File: config.mk
export PLATFORM = sky130hd
export DESIGN_NAME = json_token_scanner
export DESIGN_NICKNAME = d
export VERILOG_FILES = /design/src/rtl/core/jts_pkg.sv /design/src/rtl/core/jts_front.sv /design/src/rtl/core/jts_queue.sv /design/src/rtl/core/jts_back.sv /design/src/rtl/core/json_token_scanner.sv
export SDC_FILE = /design/constraint.sdc
export NUM_CORES = 1
export LEC_CHECK = 0
export BUFFER_PORTS_ARGS = -buffer_cell sky130_fd_sc_hd__buf_2
export CAP_MARGIN = 20
export CORE_MARGIN = 2
export CORE_UTILIZATION = 58
export CTS_CLUSTER_SIZE = 16
export DETAILED_ROUTE_END_ITERATION = 6
export GPL_TIMING_DRIVEN = 0
export PLACE_DENSITY = 0.83
export REMOVE_ABC_BUFFERS = 1
export SYNTH_ARGS = -nofsm -noshare
export SYNTH_HDL_FRONTEND = slang
export SYNTH_HIERARCHICAL = 1
export SYNTH_SLANG_ARGS = --single-unit
File: constraint.sdc
create_clock -name i_clk -period 6.71 [get_ports i_clk]
set_input_delay 1.342 -clock i_clk [delete_from_list [all_inputs] [get_ports i_clk]]
set_output_delay 1.342 -clock i_clk [all_outputs]
set_load 0.02 [all_outputs]
File: src/rtl/core/jts_pkg.sv
// Shared types, token codes and literal tables for the JSON token scanner.
`timescale 1ns / 1ps
`default_nettype none

package jts_pkg;

    localparam int LENGTH_BITS_DEF = 16;
    localparam int QUEUE_DEPTH     = 4;
    localparam int MAX_RESULTS     = 3;

    localparam logic [3:0] TOK_EOF    = 4'd0;
    localparam logic [3:0] TOK_LBRACE = 4'd1;
    localparam logic [3:0] TOK_RBRACE = 4'd2;
    localparam logic [3:0] TOK_LBRACK = 4'd3;
    localparam logic [3:0] TOK_RBRACK = 4'd4;
    localparam logic [3:0] TOK_COLON  = 4'd5;
    localparam logic [3:0] TOK_COMMA  = 4'd6;
    localparam logic [3:0] TOK_STRING = 4'd7;
    localparam logic [3:0] TOK_NUMBER = 4'd8;
    localparam logic [3:0] TOK_TRUE   = 4'd9;
    localparam logic [3:0] TOK_ERROR  = 4'd12;
    localparam logic [3:0] TOK_BYTE   = 4'd13;

    localparam logic [1:0] LIT_TRUE  = 2'd0;
    localparam logic [1:0] LIT_FALSE = 2'd1;
    localparam logic [1:0] LIT_NULL  = 2'd2;

    typedef struct packed {
        logic [7:0] text_byte;
        logic       final_byte;
    } t_in_item;

    typedef struct packed {
        logic [3:0]  token_code;
        logic [7:0]  decoded_byte;
        logic [15:0] string_length;
        logic        run_end;
    } t_out_item;

    // All results caused by one input byte, in order.
    typedef struct packed {
        t_out_item [MAX_RESULTS-1:0] res;
        logic [1:0]                  cnt;
    } t_entry;

    typedef enum logic [5:0] {
        MODE_GROUND  = 6'b000001,
        MODE_NUMBER  = 6'b000010,
        MODE_STRING  = 6'b000100,
        MODE_ESCAPE  = 6'b001000,
        MODE_HEX     = 6'b010000,
        MODE_LITERAL = 6'b100000
    } t_scan_mode;

    function automatic logic [2:0] lit_len(input logic [1:0] sel);
        unique case (sel)
            LIT_TRUE:  lit_len = 3'd4;
            LIT_FALSE: lit_len = 3'd5;
            LIT_NULL:  lit_len = 3'd4;
            default:   lit_len = 3'd0;
        endcase
    endfunction

    function automatic logic [7:0] lit_char(input logic [1:0] sel, input logic [2:0] pos);
        logic [7:0] ch;
        ch = 8'h00;
        unique case ({sel, pos})
            {LIT_TRUE, 3'd0}:  ch = "t";
            {LIT_TRUE, 3'd1}:  ch = "r";
            {LIT_TRUE, 3'd2}:  ch = "u";
            {LIT_TRUE, 3'd3}:  ch = "e";
            {LIT_FALSE, 3'd0}: ch = "f";
            {LIT_FALSE, 3'd1}: ch = "a";
            {LIT_FALSE, 3'd2}: ch = "l";
            {LIT_FALSE, 3'd3}: ch = "s";
            {LIT_FALSE, 3'd4}: ch = "e";
            {LIT_NULL, 3'd0}:  ch = "n";
            {LIT_NULL, 3'd1}:  ch = "u";
            {LIT_NULL, 3'd2}:  ch = "l";
            {LIT_NULL, 3'd3}:  ch = "l";
            default:           ch = 8'h00;
        endcase
        return ch;
    endfunction

endpackage

`default_nettype wire

File: src/rtl/core/jts_front.sv
// Front end: scan state, byte classification and the result list of each byte.
`timescale 1ns / 1ps
`default_nettype none

module jts_front import jts_pkg::*; #(
    parameter int LENGTH_BITS = LENGTH_BITS_DEF
) (
    input  wire logic     i_clk,
    input  wire logic     i_rst_n,
    input  wire logic     i_accept,
    input  wire t_in_item i_item,
    output t_entry        o_entry
);

    t_scan_mode             r_mode, n_mode;
    logic [11:0]            r_hex, n_hex;
    logic [1:0]             r_digits, n_digits;
    logic [1:0]             r_sel, n_sel;
    logic [2:0]             r_pos, n_pos;
    logic [LENGTH_BITS-1:0] r_len, n_len;
    logic                   r_err, n_err;

    logic [7:0]  c;
    logic        fin;
    logic        in_str;
    logic        do_ground;
    logic        hex_ok;
    logic [3:0]  hex_val;
    logic [15:0] cp;
    logic [2:0]  pos_next;
    logic        lit_bad;
    t_entry      v_e;

    function automatic t_entry f_put(input t_entry e, input logic [3:0] code,
                                     input logic [7:0] b, input logic [15:0] l);
        t_entry r;
        r = e;
        if (r.cnt != 2'd3) begin
            r.res[r.cnt] = '{token_code: code, decoded_byte: b, string_length: l,
                             run_end: 1'b0};
            r.cnt = r.cnt + 2'd1;
        end
        return r;
    endfunction

    function automatic logic [LENGTH_BITS-1:0] f_sat_inc(input logic [LENGTH_BITS-1:0] v);
        return (&v) ? v : v + 1'b1;
    endfunction

    // The count is shown clipped to sixteen bits.
    function automatic logic [15:0] f_clip(input logic [LENGTH_BITS-1:0] v);
        logic [LENGTH_BITS+15:0] ext;
        ext = {16'b0, v};
        return (|ext[LENGTH_BITS+15:16]) ? 16'hFFFF : ext[15:0];
    endfunction

    assign c      = i_item.text_byte;
    assign fin    = i_item.final_byte;
    assign in_str = (r_mode == MODE_STRING) || (r_mode == MODE_ESCAPE) || (r_mode == MODE_HEX);

    always_comb begin
        hex_ok  = 1'b1;
        hex_val = 4'd0;
        if (c >= "0" && c <= "9") begin
            hex_val = 4'(c - "0");
        end else if (c >= "a" && c <= "f") begin
            hex_val = 4'(c - "a" + 8'd10);
        end else if (c >= "A" && c <= "F") begin
            hex_val = 4'(c - "A" + 8'd10);
        end else begin
            hex_ok = 1'b0;
        end
    end

    assign cp       = {r_hex, hex_val};
    assign pos_next = r_pos + 3'd1;
    assign lit_bad  = (r_sel == 2'd3) || (r_pos >= lit_len(r_sel)) ||
                      (lit_char(r_sel, r_pos) != c);

    always_comb begin
        n_mode    = r_mode;
        n_hex     = r_hex;
        n_digits  = r_digits;
        n_sel     = r_sel;
        n_pos     = r_pos;
        n_len     = r_len;
        n_err     = r_err;
        v_e       = '0;
        do_ground = 1'b0;

        // A final byte inside a string is dropped unless it closes the string.
        if (!r_err && !(in_str && fin && !(r_mode == MODE_STRING && c == "\""))) begin
            unique case (r_mode)
                MODE_NUMBER: begin
                    if (!((c >= "0" && c <= "9") || c == "." || c == "e" || c == "E" ||
                          c == "+" || c == "-")) begin
                        v_e       = f_put(v_e, TOK_NUMBER, 8'h00, 16'h0000);
                        n_mode    = MODE_GROUND;
                        do_ground = 1'b1;
                    end
                end
                MODE_STRING: begin
                    if (c == "\"") begin
                        v_e    = f_put(v_e, TOK_STRING, 8'h00, f_clip(r_len));
                        n_len  = '0;
                        n_mode = MODE_GROUND;
                    end else if (c == "\\") begin
                        n_mode = MODE_ESCAPE;
                    end else begin
                        v_e   = f_put(v_e, TOK_BYTE, c, 16'h0000);
                        n_len = f_sat_inc(r_len);
                    end
                end
                MODE_ESCAPE: begin
                    n_mode = MODE_STRING;
                    unique case (c)
                        "\"", "\\", "/": begin
                            v_e   = f_put(v_e, TOK_BYTE, c, 16'h0000);
                            n_len = f_sat_inc(r_len);
                        end
                        "b": begin
                            v_e   = f_put(v_e, TOK_BYTE, 8'h08, 16'h0000);
                            n_len = f_sat_inc(r_len);
                        end
                        "f": begin
                            v_e   = f_put(v_e, TOK_BYTE, 8'h0C, 16'h0000);
                            n_len = f_sat_inc(r_len);
                        end
                        "n": begin
                            v_e   = f_put(v_e, TOK_BYTE, 8'h0A, 16'h0000);
                            n_len = f_sat_inc(r_len);
                        end
                        "r": begin
                            v_e   = f_put(v_e, TOK_BYTE, 8'h0D, 16'h0000);
                            n_len = f_sat_inc(r_len);
                        end
                        "t": begin
                            v_e   = f_put(v_e, TOK_BYTE, 8'h09, 16'h0000);
                            n_len = f_sat_inc(r_len);
                        end
                        "u": begin
                            n_hex    = '0;
                            n_digits = '0;
                            n_mode   = MODE_HEX;
                        end
                        default: begin
                            v_e    = f_put(v_e, TOK_ERROR, 8'h00, 16'h0000);
                            n_err  = 1'b1;
                            n_mode = MODE_GROUND;
                        end
                    endcase
                end
                MODE_HEX: begin
                    if (!hex_ok) begin
                        v_e    = f_put(v_e, TOK_ERROR, 8'h00, 16'h0000);
                        n_err  = 1'b1;
                        n_mode = MODE_GROUND;
                    end else if (r_digits != 2'd3) begin
                        n_hex    = cp[11:0];
                        n_digits = r_digits + 2'd1;
                    end else begin
                        n_hex    = '0;
                        n_digits = '0;
                        n_mode   = MODE_STRING;
                        // The code point goes out as UTF-8 without pairing surrogates.
                        if (cp < 16'h0080) begin
                            v_e   = f_put(v_e, TOK_BYTE, cp[7:0], 16'h0000);
                            n_len = f_sat_inc(r_len);
                        end else if (cp < 16'h0800) begin
                            v_e   = f_put(v_e, TOK_BYTE, {3'b110, cp[10:6]}, 16'h0000);
                            v_e   = f_put(v_e, TOK_BYTE, {2'b10, cp[5:0]}, 16'h0000);
                            n_len = f_sat_inc(f_sat_inc(r_len));
                        end else begin
                            v_e   = f_put(v_e, TOK_BYTE, {4'b1110, cp[15:12]}, 16'h0000);
                            v_e   = f_put(v_e, TOK_BYTE, {2'b10, cp[11:6]}, 16'h0000);
                            v_e   = f_put(v_e, TOK_BYTE, {2'b10, cp[5:0]}, 16'h0000);
                            n_len = f_sat_inc(f_sat_inc(f_sat_inc(r_len)));
                        end
                    end
                end
                MODE_LITERAL: begin
                    if (lit_bad) begin
                        v_e    = f_put(v_e, TOK_ERROR, 8'h00, 16'h0000);
                        n_err  = 1'b1;
                        n_mode = MODE_GROUND;
                    end else if (pos_next >= lit_len(r_sel)) begin
                        v_e    = f_put(v_e, TOK_TRUE + {2'b00, r_sel}, 8'h00, 16'h0000);
                        n_mode = MODE_GROUND;
                        n_pos  = '0;
                    end else begin
                        n_pos = pos_next;
                    end
                end
                default: begin
                    n_mode    = MODE_GROUND;
                    do_ground = 1'b1;
                end
            endcase

            if (do_ground) begin
                unique case (c)
                    " ", "\t", "\n", 8'h0D: begin
                    end
                    "{": v_e = f_put(v_e, TOK_LBRACE, 8'h00, 16'h0000);
                    "}": v_e = f_put(v_e, TOK_RBRACE, 8'h00, 16'h0000);
                    "[": v_e = f_put(v_e, TOK_LBRACK, 8'h00, 16'h0000);
                    "]": v_e = f_put(v_e, TOK_RBRACK, 8'h00, 16'h0000);
                    ":": v_e = f_put(v_e, TOK_COLON, 8'h00, 16'h0000);
                    ",": v_e = f_put(v_e, TOK_COMMA, 8'h00, 16'h0000);
                    "\"": begin
                        n_mode = MODE_STRING;
                        n_len  = '0;
                    end
                    "t": begin
                        n_sel  = LIT_TRUE;
                        n_pos  = 3'd1;
                        n_mode = MODE_LITERAL;
                    end
                    "f": begin
                        n_sel  = LIT_FALSE;
                        n_pos  = 3'd1;
                        n_mode = MODE_LITERAL;
                    end
                    "n": begin
                        n_sel  = LIT_NULL;
                        n_pos  = 3'd1;
                        n_mode = MODE_LITERAL;
                    end
                    default: begin
                        if (c == "-" || (c >= "0" && c <= "9")) begin
                            n_mode = MODE_NUMBER;
                        end else begin
                            v_e    = f_put(v_e, TOK_ERROR, 8'h00, 16'h0000);
                            n_err  = 1'b1;
                            n_mode = MODE_GROUND;
                        end
                    end
                endcase
            end
        end

        if (fin) begin
            if (!n_err) begin
                if (n_mode == MODE_NUMBER) begin
                    v_e = f_put(v_e, TOK_NUMBER, 8'h00, 16'h0000);
                end else if (n_mode != MODE_GROUND) begin
                    v_e = f_put(v_e, TOK_ERROR, 8'h00, 16'h0000);
                end
            end
            v_e      = f_put(v_e, TOK_EOF, 8'h00, 16'h0000);
            n_mode   = MODE_GROUND;
            n_hex    = '0;
            n_digits = '0;
            n_sel    = '0;
            n_pos    = '0;
            n_len    = '0;
            n_err    = 1'b0;
        end

        if (v_e.cnt != 2'd0) begin
            v_e.res[v_e.cnt - 2'd1].run_end = 1'b1;
        end
        o_entry = v_e;
    end

    always_ff @(posedge i_clk) begin
        if (!i_rst_n) begin
            r_mode   <= MODE_GROUND;
            r_hex    <= '0;
            r_digits <= '0;
            r_sel    <= '0;
            r_pos    <= '0;
            r_len    <= '0;
            r_err    <= 1'b0;
        end else if (i_accept) begin
            r_mode   <= n_mode;
            r_hex    <= n_hex;
            r_digits <= n_digits;
            r_sel    <= n_sel;
            r_pos    <= n_pos;
            r_len    <= n_len;
            r_err    <= n_err;
        end
    end

endmodule

`default_nettype wire

File: src/rtl/core/jts_queue.sv
// Short queue of per-byte result lists between the front and back ends.
`timescale 1ns / 1ps
`default_nettype none

module jts_queue import jts_pkg::*; (
    input  wire logic   i_clk,
    input  wire logic   i_rst_n,
    input  wire logic   i_push,
    input  wire t_entry i_entry,
    input  wire logic   i_pop,
    output t_entry      o_head,
    output logic        o_empty,
    output logic        o_full
);

    localparam int PTR_BITS = $clog2(QUEUE_DEPTH);

    t_entry              r_mem [QUEUE_DEPTH];
    logic [PTR_BITS-1:0] r_wr_ptr, r_rd_ptr;
    logic [PTR_BITS:0]   r_count;

    assign o_head  = r_mem[r_rd_ptr];
    assign o_empty = (r_count == '0);
    assign o_full  = (r_count == (PTR_BITS + 1)'(QUEUE_DEPTH));

    always_ff @(posedge i_clk) begin
        if (i_push) begin
            r_mem[r_wr_ptr] <= i_entry;
        end
    end

    always_ff @(posedge i_clk) begin
        if (!i_rst_n) begin
            r_wr_ptr <= '0;
            r_rd_ptr <= '0;
            r_count  <= '0;
        end else begin
            if (i_push) begin
                r_wr_ptr <= r_wr_ptr + 1'b1;
            end
            if (i_pop) begin
                r_rd_ptr <= r_rd_ptr + 1'b1;
            end
            case ({i_push, i_pop})
                2'b10:   r_count <= r_count + 1'b1;
                2'b01:   r_count <= r_count - 1'b1;
                default: r_count <= r_count;
            endcase
        end
    end

endmodule

`default_nettype wire

File: src/rtl/core/jts_back.sv
// Back end: feeds the head result list to the output register, one a cycle when free.
`timescale 1ns / 1ps
`default_nettype none

module jts_back import jts_pkg::*; (
    input  wire logic   i_clk,
    input  wire logic   i_rst_n,
    input  wire t_entry i_head,
    input  wire logic   i_empty,
    input  wire logic   i_out_stall,
    output logic        o_pop,
    output logic        o_valid,
    output t_out_item   o_item
);

    logic [1:0] r_idx;
    logic       r_valid;
    t_out_item  r_item;
    logic       load;
    logic       last;

    // The output register can take a new result when empty or being drained.
    assign load  = !r_valid || !i_out_stall;
    assign last  = (r_idx == i_head.cnt - 2'd1);
    assign o_pop = load && !i_empty && last;

    always_ff @(posedge i_clk) begin
        if (!i_rst_n) begin
            r_valid <= 1'b0;
            r_idx   <= '0;
        end else if (load) begin
            r_valid <= !i_empty;
            if (!i_empty) begin
                r_idx <= last ? 2'd0 : r_idx + 2'd1;
            end
        end
    end

    always_ff @(posedge i_clk) begin
        if (load && !i_empty) begin
            r_item <= i_head.res[r_idx];
        end
    end

    assign o_valid = r_valid;
    assign o_item  = r_item;

endmodule

`default_nettype wire

File: src/rtl/core/json_token_scanner.sv
// Top level of the JSON token scanner: front end, result queue and back end.
// Usage:
//   Input channel (i_in_valid, o_in_stall, i_in_item) takes one byte of JSON text per
//   transaction; final_byte marks the last byte of a buffer.
//   Output channel (o_out_valid, i_out_stall, o_out_item) gives one token or decoded
//   string byte per transaction; run_end marks the last result caused by an input byte.
//   A byte causes zero to three results, which pass through the queue and the output
//   register. One byte is taken per cycle while o_in_stall is low; the output side
//   delivers one result per cycle unless the receiver stalls, so a byte with two or three
//   results (a number ended by punctuation, a \u escape, the final byte) goes out in turn.
//   A four-entry queue of per-byte result lists sits between the scanner and the
//   output register; o_in_stall rises only when it is full.
//   When the receiver stalls, the output transaction holds and the queue fills.
//   Reset returns the scanner to ground state, clears any latched error and empties
//   the queue and output register.
//   After a final byte the scanner is back in its reset state for the next buffer.
`timescale 1ns / 1ps
`default_nettype none

module json_token_scanner import jts_pkg::*; #(
    parameter int LENGTH_BITS = LENGTH_BITS_DEF
) (
    input  wire logic     i_clk,
    input  wire logic     i_rst_n,
    input  wire logic     i_in_valid,
    output logic          o_in_stall,
    input  wire t_in_item i_in_item,
    output logic          o_out_valid,
    input  wire logic     i_out_stall,
    output t_out_item     o_out_item
);

    logic   in_accept;
    logic   q_push;
    logic   q_pop;
    logic   q_empty;
    logic   q_full;
    t_entry f_entry;
    t_entry q_head;

    assign o_in_stall = q_full;
    assign in_accept  = i_in_valid && !q_full;
    // Bytes that cause no result take no queue slot.
    assign q_push     = in_accept && (f_entry.cnt != 2'd0);

    jts_front #(
        .LENGTH_BITS(LENGTH_BITS)
    ) u_front (
        .i_clk   (i_clk),
        .i_rst_n (i_rst_n),
        .i_accept(in_accept),
        .i_item  (i_in_item),
        .o_entry (f_entry)
    );

    jts_queue u_queue (
        .i_clk  (i_clk),
        .i_rst_n(i_rst_n),
        .i_push (q_push),
        .i_entry(f_entry),
        .i_pop  (q_pop),
        .o_head (q_head),
        .o_empty(q_empty),
        .o_full (q_full)
    );

    jts_back u_back (
        .i_clk      (i_clk),
        .i_rst_n    (i_rst_n),
        .i_head     (q_head),
        .i_empty    (q_empty),
        .i_out_stall(i_out_stall),
        .o_pop      (q_pop),
        .o_valid    (o_out_valid),
        .o_item     (o_out_item)
    );

`ifndef ASSERT_OFF
    a_eof_ends_run: assert property (@(posedge i_clk) disable iff (!i_rst_n)
        (o_out_valid && o_out_item.token_code == TOK_EOF) |-> o_out_item.run_end)
        else $error("EOF token without run_end");

    a_byte_only_with_code: assert property (@(posedge i_clk) disable iff (!i_rst_n)
        (o_out_valid && o_out_item.token_code != TOK_BYTE) |->
        (o_out_item.decoded_byte == 8'h00))
        else $error("decoded byte set on a non-byte result");

    a_length_only_with_string: assert property (@(posedge i_clk) disable iff (!i_rst_n)
        (o_out_valid && o_out_item.token_code != TOK_STRING) |->
        (o_out_item.string_length == 16'h0000))
        else $error("string length set on a non-string result");

    a_pop_only_when_loaded: assert property (@(posedge i_clk) disable iff (!i_rst_n)
        q_pop |=> o_out_valid)
        else $error("queue popped without presenting a result");
`endif

endmodule

`default_nettype wire
# ---- Yosys cells after proc, flatten, opt, wreduce, memory -nomap -nowiden
# Memory sizes are Yosys's and may differ from the RTL's. A register that Yosys moved wholly into a read port is not among the register bits.
# Cells that the tools add are included.
# Widths: inputs -> output; s select.
dict set report op_classes {
  addsub 24
  n_reduce_logical 60
  eq_ne 48
  order_cmp 25
  bitwise_logic 30
  n_mux 153
}
# operator n
set ops {}
lappend ops {{$mux 89} 34}
lappend ops {{$pmux 89 s7} 1}
lappend ops {{$mux 31} 15}
lappend ops {{$pmux 89 s5} 1}
lappend ops {{$demux 29 s2} 7}
lappend ops {{$and 81x81->81} 5}
lappend ops {{$not 81->81} 5}
lappend ops {{$bwmux 87} 4}
lappend ops {{$and 84x84->84} 4}
lappend ops {{$not 84->84} 4}
lappend ops {{$mux 16} 14}
lappend ops {{$pmux 31 s7} 1}
lappend ops {{$mux 29} 7}
lappend ops {{$eq 8x7->1 const B} 13}
lappend ops {{$and 87x87->87} 1}
lappend ops {{$mux 87} 1}
lappend ops {{$not 87->87} 1}
lappend ops {{$eq 8x6->1 const B} 8}
lappend ops {{$mux 12} 5}
lappend ops {{$mux 6} 10}
lappend ops {{$bmux 29 s2} 1}
lappend ops {{$add 16x1->16 const B} 3}
lappend ops {{$pmux 16 s3} 1}
lappend ops {{$reduce_and 16->1} 3}
lappend ops {{65 further kinds} 191}
dict set report word_totals {
  n_memories 2
  ff_bits 81
  ram_bits 356
  input_bits 13
  word_cells 358
  rom_bits 224
}
# memory depth word_bits read_ports rd_ports_with_merged_regs wr line
set memory_table {}
lappend memory_table {u_queue.r_mem 4 89 1 1 1 jts_queue.sv:18} ;# t_entry r_mem [QUEUE_DEPTH];
lappend memory_table {{(no name shown)} 32 7 1 0 0 jts_pkg.sv:67} ;# unique case ({sel, pos})

# ---- Depth between registers and ports, before layout
dict set report depth {
  word_depth 73
  mapped_depth 25
  ltp_nobuf 24
}

# ---- Hierarchy
# The synthesis kept the hierarchy.
# mod instances seq_area_each_um2 cells_each area_per_inst_um2
set by_module_without_submodules {}
lappend by_module_without_submodules {jts_queue 1 10870.4 511 13267.7}
lappend by_module_without_submodules {jts_front 1 840.8 1022 6825.3}
lappend by_module_without_submodules {jts_back 1 930.9 147 1634.1}
lappend by_module_without_submodules {json_token_scanner 1 0.0 2 21.3}

# ---- Least setup slack after synthesis
# OpenSTA, ideal clock, no wires.
dict set report synth_path {
  kind {input -> register}
  start {input i_in_item[8] in the netlist's numbering}
  end {memory u_queue/r_mem[0][0] in the netlist's numbering, enable pin}
  cell_stages 16
  t_arrival_ns 6.772
  slack_ns -0.519
  path_buffers 2
  cell_sequence {clkbuf_1 nor4b_1 and2_1 buf_2 nand2_1 nand2_1 o21ai_1 or4_1 o21ai_0 nand3_1 o41ai_2 nand2_1 xnor2_1 inv_1 o21a_1 and2_1}
}
# element line
set synth_lines {}
lappend synth_lines {{start: declaration} json_token_scanner.sv:27} ;# input wire t_in_item i_in_item,
lappend synth_lines {{end: declaration} jts_queue.sv:18}

==> flow_summary.html <==
<table>
<tr><th>Metric</th><th>Value</th></tr>
<tr><th colspan="2">Drt</th></tr>
<tr><td>Starting DRC count in detailed routing</td><td>1951</td></tr>
<tr><td>Drt pass-1 iters</td><td>7</td></tr>
<tr><td>Post-detailed-route count of antenna-violating nets</td><td>0</td></tr>
<tr><td>Final Routed Wirelength</td><td>between 50000 and 60000 um</td></tr>
<tr><td>Vias per inst</td><td>6.78</td></tr>
<tr><td>Post-route DRC</td><td>0</td></tr>
<tr><td>Vias</td><td>around 15000</td></tr>
<tr><td>Average routed wire per standard cell</td><td>approximately 25 um</td></tr>
<tr><th colspan="2">GRT</th></tr>
<tr><td>Global routing usage on met2</td><td>45.2%</td></tr>
<tr><td>Layer with the highest usage after global routing</td><td>met2</td></tr>
<tr><td>Met1 track utilization from global routing</td><td>between 30% and 40%</td></tr>
<tr><td>Maximum number of pins on one net before global-route repair</td><td>60</td></tr>
<tr><td>Number of global-route vias before repair</td><td>between 10000 and 15000</td></tr>
<tr><td>Global route overflow</td><td>0</td></tr>
<tr><td>Wire length of the first global-routing pass</td><td>between 80000 and 90000 um</td></tr>
<tr><td>Initial antenna violation count</td><td>0</td></tr>
<tr><td>Met3 routing resource usage after global routing</td><td>~4.2%</td></tr>
<tr><td>Total global routing track utilization</td><td>about 28%</td></tr>
<tr><th colspan="2">STA</th></tr>
<tr><td>Unrepaired setup endpoints after global routing</td><td>false</td></tr>
<tr><td>Setup Viol. Count Final</td><td>0</td></tr>
<tr><td>Post-route setup TNS</td><td>0 ns</td></tr>
<tr><td>Count of final hold-check violations</td><td>0</td></tr>
<tr><td>Max Clock Freq</td><td>about 160 MHz</td></tr>
<tr><td>Final worst setup slack</td><td>between 0.3 and 0.4 ns</td></tr>
<tr><td>Slew margin rel.</td><td>roughly 22%</td></tr>
<tr><td>Period utilisation layout</td><td>95.1%</td></tr>
<tr><td>Clock Skew</td><td>0.0205 ns</td></tr>
<tr><td>Final period demand of the worst path</td><td>~6.4 ns</td></tr>
<tr><td>Number of max-slew violations in the final report</td><td>0</td></tr>
<tr><td>Worst Tran Pin Value</td><td>around 1.2 ns</td></tr>
<tr><td>Worst hold slack</td><td>0.482 ns</td></tr>
<tr><th colspan="2">Cells and area</th></tr>
<tr><td>Net count reported at finish</td><td>approximately 1700</td></tr>
<tr><td>Fill count</td><td>2574</td></tr>
<tr><td>Diode insertion count for antenna repair</td><td>0</td></tr>
<tr><td>P&amp;R area growth vs syn</td><td>9.60%</td></tr>
<tr><td>Fraction of final layout cells with drive strength greater than 1</td><td>roughly 16%</td></tr>
<tr><th colspan="2">Power and ir drop</th></tr>
<tr><td>Largest vdd supply drop</td><td>0.206 mV</td></tr>
<tr><td>Power Density</td><td>between 300 and 400 nW/um2</td></tr>
<tr><td>Leakage</td><td>~7.7 nW</td></tr>
<tr><td>Power after layout</td><td>7.37 mW</td></tr>
<tr><th colspan="2">Logic synthesis</th></tr>
<tr><td>Synthesized instance count</td><td>1682</td></tr>
<tr><td>Cell types with the highest counts after synthesis</td><td>385 x sky130_fd_sc_hd__edfxtp_1, 143 x sky130_fd_sc_hd__nand2_1, 92 x sky130_fd_sc_hd__nor2_1</td></tr>
<tr><td>Count of flip-flops with a built-in enable after synthesis</td><td>385</td></tr>
<tr><td>Total number of yosys warnings</td><td>6</td></tr>
<tr><td>Synth cell types</td><td>96</td></tr>
<tr><td>Avg Synthesized Cell Area</td><td>12.9 um2</td></tr>
<tr><td>Mapped cell area</td><td>~22000 um2</td></tr>
<tr><td>Top cells by area in the synthesized netlist</td><td>sky130_fd_sc_hd__edfxtp_1 53%, sky130_fd_sc_hd__mux4_2 9.2%, sky130_fd_sc_hd__dfxtp_1 5.0%</td></tr>
<tr><td>Cell accounting for the most synthesized area</td><td>sky130_fd_sc_hd__edfxtp_1</td></tr>
<tr><td>Register bit total from synthesis</td><td>between 400 and 500</td></tr>
<tr><td>Sequential element share of the synthesized area</td><td>around three fifths</td></tr>
<tr><td>Main synth FF type</td><td>sky130_fd_sc_hd__edfxtp_1</td></tr>
<tr><td>Most frequently used cell type in the post-synthesis netlist</td><td>sky130_fd_sc_hd__edfxtp_1</td></tr>
<tr><td>Proportion of netlist area held by the largest area contributor</td><td>a little over half</td></tr>
<tr><td>Ys async rst share</td><td>0%</td></tr>
<tr><th colspan="2">Clock network</th></tr>
<tr><td>TritonCTS buffer count</td><td>43</td></tr>
<tr><td>Max clock buf depth</td><td>3</td></tr>
<tr><td>Root Buffer</td><td>sky130_fd_sc_hd__clkbuf_16</td></tr>
<tr><td>Clock tree from TritonCTS</td><td>built</td></tr>
<tr><td>Worst-skew pair later-pin latency</td><td>0.57 ns</td></tr>
<tr><td>CTS clk-pin slew, worst paths</td><td>approximately 0.060 ns</td></tr>
<tr><td>Clock net sink count</td><td>roughly 440</td></tr>
<tr><td>H-Tree Depth</td><td>2</td></tr>
<tr><th colspan="2">Min path</th></tr>
<tr><td>Worst hold start</td><td>u_back/o_valid$_SDFFE_PN0N_</td></tr>
<tr><td>Classification of the worst-slack hold path</td><td>reg -&gt; reg</td></tr>
<tr><th colspan="2">Floorplan</th></tr>
<tr><td>Die Height</td><td>198 um</td></tr>
<tr><td>Starting density of the core</td><td>approximately 60%</td></tr>
<tr><td>Core ar.</td><td>36800 um2</td></tr>
<tr><td>Ports</td><td>44</td></tr>
<tr><td>Number of placement rows</td><td>70</td></tr>
<tr><td>Total die area</td><td>39100 um2</td></tr>
<tr><td>Die span in x</td><td>slightly below 200 um</td></tr>
<tr><th colspan="2">Setup path</th></tr>
<tr><td>Max FO, Critical Path</td><td>14</td></tr>
<tr><td>Critical path data arrival time</td><td>between 6 and 7 ns</td></tr>
<tr><td>Source of the worst register-to-register timing path</td><td>u_front/r_len[1]$_SDFFE_PN0P_</td></tr>
<tr><td>Startpoint Class</td><td>input port</td></tr>
<tr><td>Beginning of the critical path</td><td>i_in_item[1]</td></tr>
<tr><td>Worst Path Class, Setup</td><td>in -&gt; reg</td></tr>
<tr><td>Data required time at the worst endpoint</td><td>7.19 ns</td></tr>
<tr><td>Worst reg-to-reg setup slack</td><td>around 0.43 ns</td></tr>
<tr><td>Crit path capture type</td><td>flop</td></tr>
<tr><th colspan="2">Placement</th></tr>
<tr><td>Post-placement worst setup slack</td><td>-1.11 ns</td></tr>
<tr><td>Port bufs</td><td>43</td></tr>
<tr><td>GPL Wtd Cong</td><td>0.983</td></tr>
<tr><td>Placed wire-length estimate after detailed placement</td><td>around 34000 um</td></tr>
<tr><th colspan="2">Run</th></tr>
<tr><td>Count of maximum capacitance violations</td><td>0</td></tr>
<tr><th colspan="2">Status</th></tr>
<tr><td>Result of the run</td><td>finished clean</td></tr>
</table>
[layout make-up]
type	instances	area, um2	area share [%]
timing repair buffer	60	527	2.21
tap	468	586	2.46
clock buffer	54	1140	4.77
sequential	439	12700	53.1
inverter	40	150	0.630
clock inverter	26	278	1.17
multi-input combinational	1107	8500	35.7
[path summary, 6_finish.rpt]
path / endpoint / depth (start not counted)
worst max register to register: u_front/r_len[0]$_SDFFE_PN0P_ / 20
worst max-delay path: u_queue/r_count[2]$_SDFFE_PN0P_ / 24
worst min-delay path: u_back/o_valid$_SDFFE_PN0N_ / 2
worst min register to register: u_back/o_valid$_SDFFE_PN0N_ / 2
[cell usage in the layout, fill, tap and decap left out, types with 39 or more instances in the layout]
| master | synthesis | routed |
|---|---|---|
| sky130_fd_sc_hd__a21oi_1 | 71 | 69 |
| sky130_fd_sc_hd__and2_1 | 45 | 39 |
| sky130_fd_sc_hd__buf_2 | 24 | 43 |
| sky130_fd_sc_hd__clkbuf_16 | 0 | 43 |
| sky130_fd_sc_hd__dfxtp_1 | 54 | 48 |
| sky130_fd_sc_hd__edfxtp_1 | 385 | 385 |
| sky130_fd_sc_hd__inv_1 | 39 | 39 |
| sky130_fd_sc_hd__mux2i_1 | 40 | 40 |
| sky130_fd_sc_hd__mux4_2 | 89 | 89 |
| sky130_fd_sc_hd__nand2_1 | 143 | 141 |
| sky130_fd_sc_hd__nor2_1 | 92 | 90 |
| sky130_fd_sc_hd__nor3_1 | 41 | 41 |
| sky130_fd_sc_hd__o21ai_0 | 65 | 64 |
[report_power, final]
part	switching [mW]	internal, mW	total, mW
Clock	1.04	1.38	2.42
Sequential	0.154	3.34	3.49
Combinational	0.826	0.629	1.46
[through the flow]
stage               std cells  area (um2)  utilization, %
CTS                      2191       23800            64.6
global route             2194       23800            64.8
floorplan                1586       21200               -
detailed placement       2111       22300            60.6
finish                   2194       23800            64.8
global placement         2097       22000            59.7
[flip-flops by register name, indices dropped and copies added, names as in the netlist, named ones only]
signal,cells
u_front/r_digits,2
u_back/o_item,29
u_queue/r_rd_ptr,2
u_queue/r_mem,356
u_front/r_sel,2
u_front/r_hex,12
u_front/r_pos,3
u_front/r_mode,6
u_queue/r_wr_ptr,2
u_front/r_err,1
u_front/r_len,16
u_back/r_idx,2
u_queue/r_count,3
u_back/o_valid,1
[cells by family (layout without fill, tap and decap cells)]
family	Yosys count	after routing	synth area share, %
AND/OR/NAND/NOR	496	496	11.8
flip-flops	439	439	58.1
AO/OA/AOI/OAI	381	381	11.9
buffers and inverters	170	180	3.91
multiplexers	131	131	11.2
XOR/XNOR	37	37	1.49
adder cells (fa/ha/maj)	27	27	1.59
other	1	35	0.0172
[worst max-delay path, stage by stage]
cell                       delay (ns)
sky130_fd_sc_hd__buf_2           0.15
sky130_fd_sc_hd__inv_1           0.12
sky130_fd_sc_hd__ha_1            0.30
sky130_fd_sc_hd__nor3b_2         0.33
sky130_fd_sc_hd__and2_2          0.36
sky130_fd_sc_hd__nand2_2         0.24
sky130_fd_sc_hd__nand2_1         0.19
sky130_fd_sc_hd__o21ai_1         0.12
sky130_fd_sc_hd__buf_4           0.22
sky130_fd_sc_hd__or4_1           0.49
sky130_fd_sc_hd__o21ai_0         0.13
sky130_fd_sc_hd__nand3_1         0.22
sky130_fd_sc_hd__o41ai_4         0.40
sky130_fd_sc_hd__nand2_1         0.15
sky130_fd_sc_hd__a21oi_2         0.25
sky130_fd_sc_hd__inv_1           0.18
sky130_fd_sc_hd__o21a_1          0.33
sky130_fd_sc_hd__inv_1           0.09
sky130_fd_sc_hd__ha_1            0.18
sky130_fd_sc_hd__inv_1           0.06
sky130_fd_sc_hd__fa_1            0.37
sky130_fd_sc_hd__xor2_1          0.16
sky130_fd_sc_hd__or3_1           0.30
sky130_fd_sc_hd__a21boi_0        0.16
[layer usage]
metal	wire length (um)	part of all wire (%)
met1	21500	40
met2	25900	48
met3	5000	9.2
met4	1920	3.5
met5	0	0
[timing repair]
| action | 4_1_cts | 5_1_grt |
|---|---|---|
| pin swaps | 0 | 2 |
| resized for setup | 12 | 13 |
| setup buffers | 0 | 1 |
| endpoints found under the hold margin | 0 | 0 |
| setup endpoints to repair | 301 | 237 |
| gates cloned | 0 | 0 |
| hold buffers | 0 | 0 |
Note: power is estimated with default switching activity, not from simulation.
